## config.mk

```make
export PLATFORM = sky130hd
export DESIGN_NAME = packet_tag_cam_round_robin_top
export DESIGN_NICKNAME = d
export VERILOG_FILES = /design/src/ptc_pkg.sv /design/src/ptc_cell.sv /design/src/packet_tag_cam_round_robin_top.sv
export SDC_FILE = /design/constraint.sdc
export NUM_CORES = 1
export LEC_CHECK = 0
export BUFFER_PORTS_ARGS = -buffer_cell sky130_fd_sc_hd__clkbuf_2
export CAP_MARGIN = 20
export CELL_PAD_IN_SITES_DETAIL_PLACEMENT = 1
export CELL_PAD_IN_SITES_GLOBAL_PLACEMENT = 1
export CORE_ASPECT_RATIO = 0.7
export CORE_UTILIZATION = 40
export CTS_CLUSTER_DIAMETER = 100
export DETAILED_ROUTE_END_ITERATION = 12
export GPL_TIMING_DRIVEN = 1
export PLACE_DENSITY = 0.67
export SLEW_MARGIN = 20
export SYNTH_ARGS = -nofsm -noshare
export SYNTH_HDL_FRONTEND = slang
export SYNTH_HIERARCHICAL = 1
export SYNTH_SLANG_ARGS = --single-unit
```

## constraint.sdc

```tcl
create_clock -name i_clk -period 18.9 [get_ports i_clk]
set_input_delay 2.835 -clock i_clk [delete_from_list [all_inputs] [get_ports i_clk]]
set_output_delay 2.835 -clock i_clk [all_outputs]
set_load 0.02 [all_outputs]
```

## src/ptc_pkg.sv

```systemverilog
// shared types and constants for the packet tag cam
package ptc_pkg;

    // fixed field widths
    localparam int ADDR_W = 32;
    localparam int PTR_W  = 6;
    localparam int POS_W  = 6;

    // default number of tag slots
    localparam int DEF_NUM_TAGS = 16;

    // buffer depth; positions wrap modulo this value
    localparam int C_BUFFER_DEPTH = 64;

    // command codes
    typedef enum logic [1:0] {
        CMD_LOOKUP     = 2'd0,
        CMD_SET_TAG    = 2'd1,
        CMD_INVALIDATE = 2'd2
    } t_cmd;

    // one beat travelling down the cell chain
    typedef struct packed {
        logic              vld;
        t_cmd              cmd;
        logic [ADDR_W-1:0] addr;
        logic [PTR_W-1:0]  ptr;
        logic              hit;
        logic [PTR_W-1:0]  index;
    } t_beat;

endpackage

```

## src/ptc_cell.sv

```systemverilog
// one tag slot of the cam chain with its pipeline stage register
module ptc_cell #(
    parameter int CELL_ID = 0,
    parameter int SLOT_W  = 1
) (
    input  logic                 i_clk,
    input  logic                 i_rst_n,
    input  logic                 i_adv,
    input  ptc_pkg::t_beat       i_beat,
    input  logic [SLOT_W-1:0]    i_slot,
    output ptc_pkg::t_beat       o_beat,
    output logic [SLOT_W-1:0]    o_slot
);
    import ptc_pkg::*;

    logic              r_tag_vld;
    logic              n_tag_vld;
    logic [ADDR_W-1:0] r_tag_addr;
    logic [ADDR_W-1:0] n_tag_addr;
    logic [PTR_W-1:0]  r_tag_ptr;
    logic [PTR_W-1:0]  n_tag_ptr;
    t_beat             r_beat;
    t_beat             n_beat;
    logic [SLOT_W-1:0] r_slot;
    logic              w_match;

    // lookup: first valid matching slot along the chain wins
    always_comb begin
        w_match = i_beat.vld && (i_beat.cmd == CMD_LOOKUP) && !i_beat.hit
                  && r_tag_vld && (r_tag_addr == i_beat.addr);
        n_beat = i_beat;
        if (w_match) begin
            n_beat.hit   = 1'b1;
            n_beat.index = r_tag_ptr;
        end
    end

    // slot update for set tag and invalidate
    always_comb begin
        n_tag_vld  = r_tag_vld;
        n_tag_addr = r_tag_addr;
        n_tag_ptr  = r_tag_ptr;
        if (i_beat.vld) begin
            case (i_beat.cmd)
                CMD_SET_TAG: begin
                    if (i_slot == SLOT_W'(CELL_ID)) begin
                        n_tag_vld  = 1'b1;
                        n_tag_addr = i_beat.addr;
                        n_tag_ptr  = i_beat.ptr;
                    end
                end
                CMD_INVALIDATE: begin
                    if (r_tag_vld && (r_tag_ptr == i_beat.ptr)) begin
                        n_tag_vld = 1'b0;
                    end
                end
                default: begin
                    n_tag_vld = r_tag_vld;
                end
            endcase
        end
    end

    // slot and stage registers, moving only when the chain advances
    always_ff @(posedge i_clk) begin
        if (!i_rst_n) begin
            r_tag_vld  <= 1'b0;
            r_beat.vld <= 1'b0;
        end else if (i_adv) begin
            r_tag_vld <= n_tag_vld;
            r_beat    <= n_beat;
        end
    end

    // payload without reset
    always_ff @(posedge i_clk) begin
        if (i_adv) begin
            r_tag_addr <= n_tag_addr;
            r_tag_ptr  <= n_tag_ptr;
            r_slot     <= i_slot;
        end
    end

    assign o_beat = r_beat;
    assign o_slot = r_slot;

endmodule

```

## src/packet_tag_cam_round_robin_top.sv

```systemverilog
// path: every cell adds its stage register between input beat and result beat
// throughput: one beat per cycle while the chain is not stalled; each command passes the slots in order, so
// back-to-back commands see each other's updates in the right order
// a held result stalls the whole chain, set by the single shared advance
// reset: synchronous, clears all slot valid marks, the victim counter and stage valid bits
module packet_tag_cam_round_robin_top #(
    parameter int NUM_TAGS = ptc_pkg::DEF_NUM_TAGS
) (
    input  logic                       i_clk,
    input  logic                       i_rst_n,
    input  logic                       i_valid,
    output logic                       o_ready,
    input  logic [1:0]                 i_cmd,
    input  logic [ptc_pkg::ADDR_W-1:0] i_address,
    input  logic [ptc_pkg::POS_W-1:0]  i_position,
    output logic                       o_valid,
    input  logic                       i_ready,
    output logic                       o_hit,
    output logic [ptc_pkg::PTR_W-1:0]  o_index
);
    import ptc_pkg::*;

    localparam int SLOT_W = (NUM_TAGS > 1) ? $clog2(NUM_TAGS) : 1;
    localparam int POS_N  = 1 << POS_W;

    logic              w_adv;
    logic              w_acc;
    logic [SLOT_W-1:0] r_victim;
    logic [SLOT_W-1:0] n_victim;
    logic [PTR_W-1:0]  w_pos_tab [POS_N];
    t_beat             w_beat [NUM_TAGS+1];
    logic [SLOT_W-1:0] w_slot [NUM_TAGS+1];

    // position wrap table
    for (genvar gk = 0; gk < POS_N; gk++) begin : g_pos
        assign w_pos_tab[gk] = PTR_W'(gk % C_BUFFER_DEPTH);
    end

    // chain advances when the output stage is empty or being taken
    assign w_adv   = !w_beat[NUM_TAGS].vld || i_ready;
    assign o_ready = w_adv;
    assign w_acc   = i_valid && w_adv;

    // round-robin victim: advance first, then write that slot
    always_comb begin
        if (r_victim == SLOT_W'(NUM_TAGS - 1)) begin
            n_victim = '0;
        end else begin
            n_victim = r_victim + 1'b1;
        end
    end

    always_ff @(posedge i_clk) begin
        if (!i_rst_n) begin
            r_victim <= '0;
        end else if (w_acc && (t_cmd'(i_cmd) == CMD_SET_TAG)) begin
            r_victim <= n_victim;
        end
    end

    // head of the chain
    always_comb begin
        w_beat[0].vld   = i_valid;
        w_beat[0].cmd   = t_cmd'(i_cmd);
        w_beat[0].addr  = i_address;
        w_beat[0].ptr   = w_pos_tab[i_position];
        w_beat[0].hit   = 1'b0;
        w_beat[0].index = '0;
        w_slot[0]       = n_victim;
    end

    // row of tag cells
    for (genvar gi = 0; gi < NUM_TAGS; gi++) begin : g_cell
        ptc_cell #(
            .CELL_ID (gi),
            .SLOT_W  (SLOT_W)
        ) u_cell (
            .i_clk   (i_clk),
            .i_rst_n (i_rst_n),
            .i_adv   (w_adv),
            .i_beat  (w_beat[gi]),
            .i_slot  (w_slot[gi]),
            .o_beat  (w_beat[gi+1]),
            .o_slot  (w_slot[gi+1])
        );
    end

    // result beat
    assign o_valid = w_beat[NUM_TAGS].vld;
    assign o_hit   = w_beat[NUM_TAGS].hit;
    assign o_index = w_beat[NUM_TAGS].index;

    // victim counter stays inside the slot range
    a_victim_range: assert property (@(posedge i_clk) disable iff (!i_rst_n)
        (32'(r_victim) < NUM_TAGS))
        else $error("victim slot out of range");

    // only lookups report a hit
    a_hit_lookup: assert property (@(posedge i_clk) disable iff (!i_rst_n)
        (o_valid && (w_beat[NUM_TAGS].cmd != CMD_LOOKUP)) |-> !o_hit)
        else $error("hit on non-lookup beat");

    // a miss carries a zero index
    a_miss_index: assert property (@(posedge i_clk) disable iff (!i_rst_n)
        (o_valid && !o_hit) |-> (o_index == '0))
        else $error("nonzero index on miss");

    // a stalled chain holds its first stage
    a_stall_hold: assert property (@(posedge i_clk) disable iff (!i_rst_n)
        !w_adv |=> $stable(w_beat[1]))
        else $error("chain moved while stalled");

    // victim counter moves only on an accepted set tag
    a_victim_move: assert property (@(posedge i_clk) disable iff (!i_rst_n)
        !(w_acc && (t_cmd'(i_cmd) == CMD_SET_TAG)) |=> $stable(r_victim))
        else $error("victim moved without set tag");

endmodule
```

==> flow_summary_export.csv <==
group,metric,value,unit
outcome,status,"finished, final reports clean",
critical_path,cp_slowest_cell,"nor2b_1",
die,rows,109,
power_and_ir_drop,p_comb_frac,0.022,
detailed_routing,dr.pass1.iters,5,
yosys,syn_inst,2542,
detailed_routing,ant_nets,0,
power_and_ir_drop,p_leak,18.38,nW
grt,grt_pass1_vias,24320,
timing,rsz0062_at_grt,"false",
power_and_ir_drop,p_clk_frac,0.407,
grt,grt_pass1_wl,146600,um
power_and_ir_drop,seqPwrFrac,0.571,
critical_path,cp_data_arrival_time,3890,ps
placed_design,place_congestion,0.7576,
finish,stdcell_area,58430,um2
detailed_routing,wl,95070,um
timing,max_freq,148.6,MHz
detailed_routing,drc_errors,0,
power_and_ir_drop,p_sw,1.299,mW
die,dieWidth,430.8,um
critical_path,crit_chain,"clkbuf_2 > nor2b_1 > inv_4 > clkbuf_2",
clock_network,cts_resized,0,
die,die_area,130100,um2
critical_path,critPathMaxFanout,53,
placed_design,io_buffer_count,52,
finish,drive_gt1_frac,0.1503,
clock_network,cts_hold_buf,0,
timing,report.final.slew_viol_count,0,
clock_network,clock_sinks,1416,
die,io_pins,53,
timing,tightest_slew,947.8,ps
timing,setup_viol,0,
clock_network,htreeDepth,4,
finish,area_growth,13.52,%
power_and_ir_drop,p_per_area,109.5,nW/um2
die,core,127000,um2
power_and_ir_drop,intPower,5.102,mW
clock_network,post_cts_buffers,0,
min_path,hold_path_class,"flip-flop to flip-flop",
timing,fin_crit,6729,ps
clock_network,clock_latency,750,ps
yosys,syn_area_per_cell,20.25,um2
power_and_ir_drop,netSwitchingFraction,0.2029,
timing,finClkSkew,32.74,ps
placed_design,hpwl,65820,um
critical_path,path_class,"input pin to primary output",
placed_design,place_inst,4339,
grt,grt_max_degree,63,
grt,antenna_found_initial,2,
finish,fill_cells,11800,
placed_design,placed_cell_area,54170,um2
timing,finalHoldViolCount,0,
critical_path,endpoint_kind,"primary output",
clock_network,clkTransAtPathRegs,60,ps
clock_network,cts_buffers,136,
critical_path,cpMostUsedCell,"clkbuf_2",
finish,instances_no_fill,4577,
clock_network,cts_tree,"done",
grt,overflow,0,
critical_path,crit_buf_inv,3,
critical_path,required,16070,ps
grt,track_usage,0.1470,
timing,timing.final.crit_share,0.3560,
finish,nets,2802,
die,initial_utilization,0.4054,
die,die_h,302.1,um
detailed_routing,drtIter0Drc,1599,
detailed_routing,via_per_inst,4.928,
finish,multiInputGateArea,9429,um2
critical_path,critical_path.max_stage_delay,370,ps
finish,regArea,42160,um2
detailed_routing,num_vias,22550,
timing,setup_tns,0,ps
yosys,ys_warn_count,6,
critical_path,worstSetupStartpointType,"input pin",
timing,max_slew_margin,0.3633,
clock_network,cts.path.max_buffers,3,
flow_run,cap_violations,0,
power_and_ir_drop,max-vdd-ir-drop,96.73,uV
critical_path,path_delay_family,"buffers and inverters",
yosys,netlist_area,51470,um2
detailed_routing,wl_per_cell,20.77,um
clock_network,cts_root_buf,"clkbuf_16",
==> per-layer routing <==
metal | GRT usage | part of all wire
met2 | 0.2249 | 0.45
met4 | 0.04745 | 0.019
met1 | 0.2151 | 0.49
met5 | 0 | 0
met3 | 0.02470 | 0.039
==> sequential cells by signal, indices dropped and copies added (netlist names) <==
signal / count
g_cell.u_cell/o_beat: 728
g_cell.u_cell/o_slot: 60
g_cell.u_cell/r_tag_addr: 512
r_victim: 4
g_cell.u_cell/r_tag_ptr: 96
g_cell.u_cell/r_tag_vld: 16
==> power by group through the flow <==
stage / combinational [mW] / sequential (mW) / clock [mW]
finish: 0.140 / 3.66 / 2.60
detailed placement: 0.139 / 3.73 / 0
floorplan: 0.0977 / 3.69 / 0
CTS: 0.141 / 3.66 / 2.68
global route: 0.155 / 3.67 / 2.77
global placement: 0.129 / 3.72 / 0
==> area by class of cell <==
cell class,instances,area share
Clock inverter,63,0.009765
Timing Repair Buffer,70,0.006767
Tap cell,1720,0.03683
Multi-Input combinational cell,1120,0.1614
Antenna cell,2,0.00008565
Clock buffer,173,0.06274
Sequential cell,1416,0.7216
Inverter,13,0.0008780
==> per-stage QoR <==
stage | total power, mW | utilization | hold WS (ps) | setup slack (ps)
floorplan | 3.783 | - | 416.6 | 9504
global placement | 3.848 | 0.4266 | 432.2 | 12200
detailed placement | 3.867 | 0.4266 | 431.8 | 12150
CTS | 6.479 | 0.4600 | 443.1 | 12140
global route | 6.591 | 0.4601 | 452.8 | 12010
finish | 6.401 | 0.4602 | 440.1 | 12170
==> path summary, 6_finish.rpt <==
kind	start	to	slack, ps	cells after the start
min	g_cell[1].u_cell/o_slot[3]	g_cell[2].u_cell/o_slot[3]	440	0
min reg2reg	g_cell[1].u_cell/o_slot[3]	g_cell[2].u_cell/o_slot[3]	440	0
max reg2reg	g_cell[15].u_cell/o_beat[47]	g_cell[9].u_cell/r_tag_vld	15640	7
max	i_ready	o_ready	12170	4
==> cell usage in the layout (no fill, tap or decap), drive strengths merged, types with 3 or more instances in the layout <==
master,n
a21boi,14
nand4bb,7
nand4b,9
o21ai,18
a21oi,4
dfxtp,36
and3,16
mux2,96
nand3,18
nand2b,17
xnor2,476
nor2b,4
nor3,19
or4b,15
xor2,133
edfxtp,1380
a31oi,15
and2,16
clkinv,46
conb,8
nor4,64
or2b,16
nand4,113
mux2i,3
inv,21
nand2,16
nor4b,16
buf,18
bufinv,7
clkbuf,225
Power figures use the tool's default switching activity.
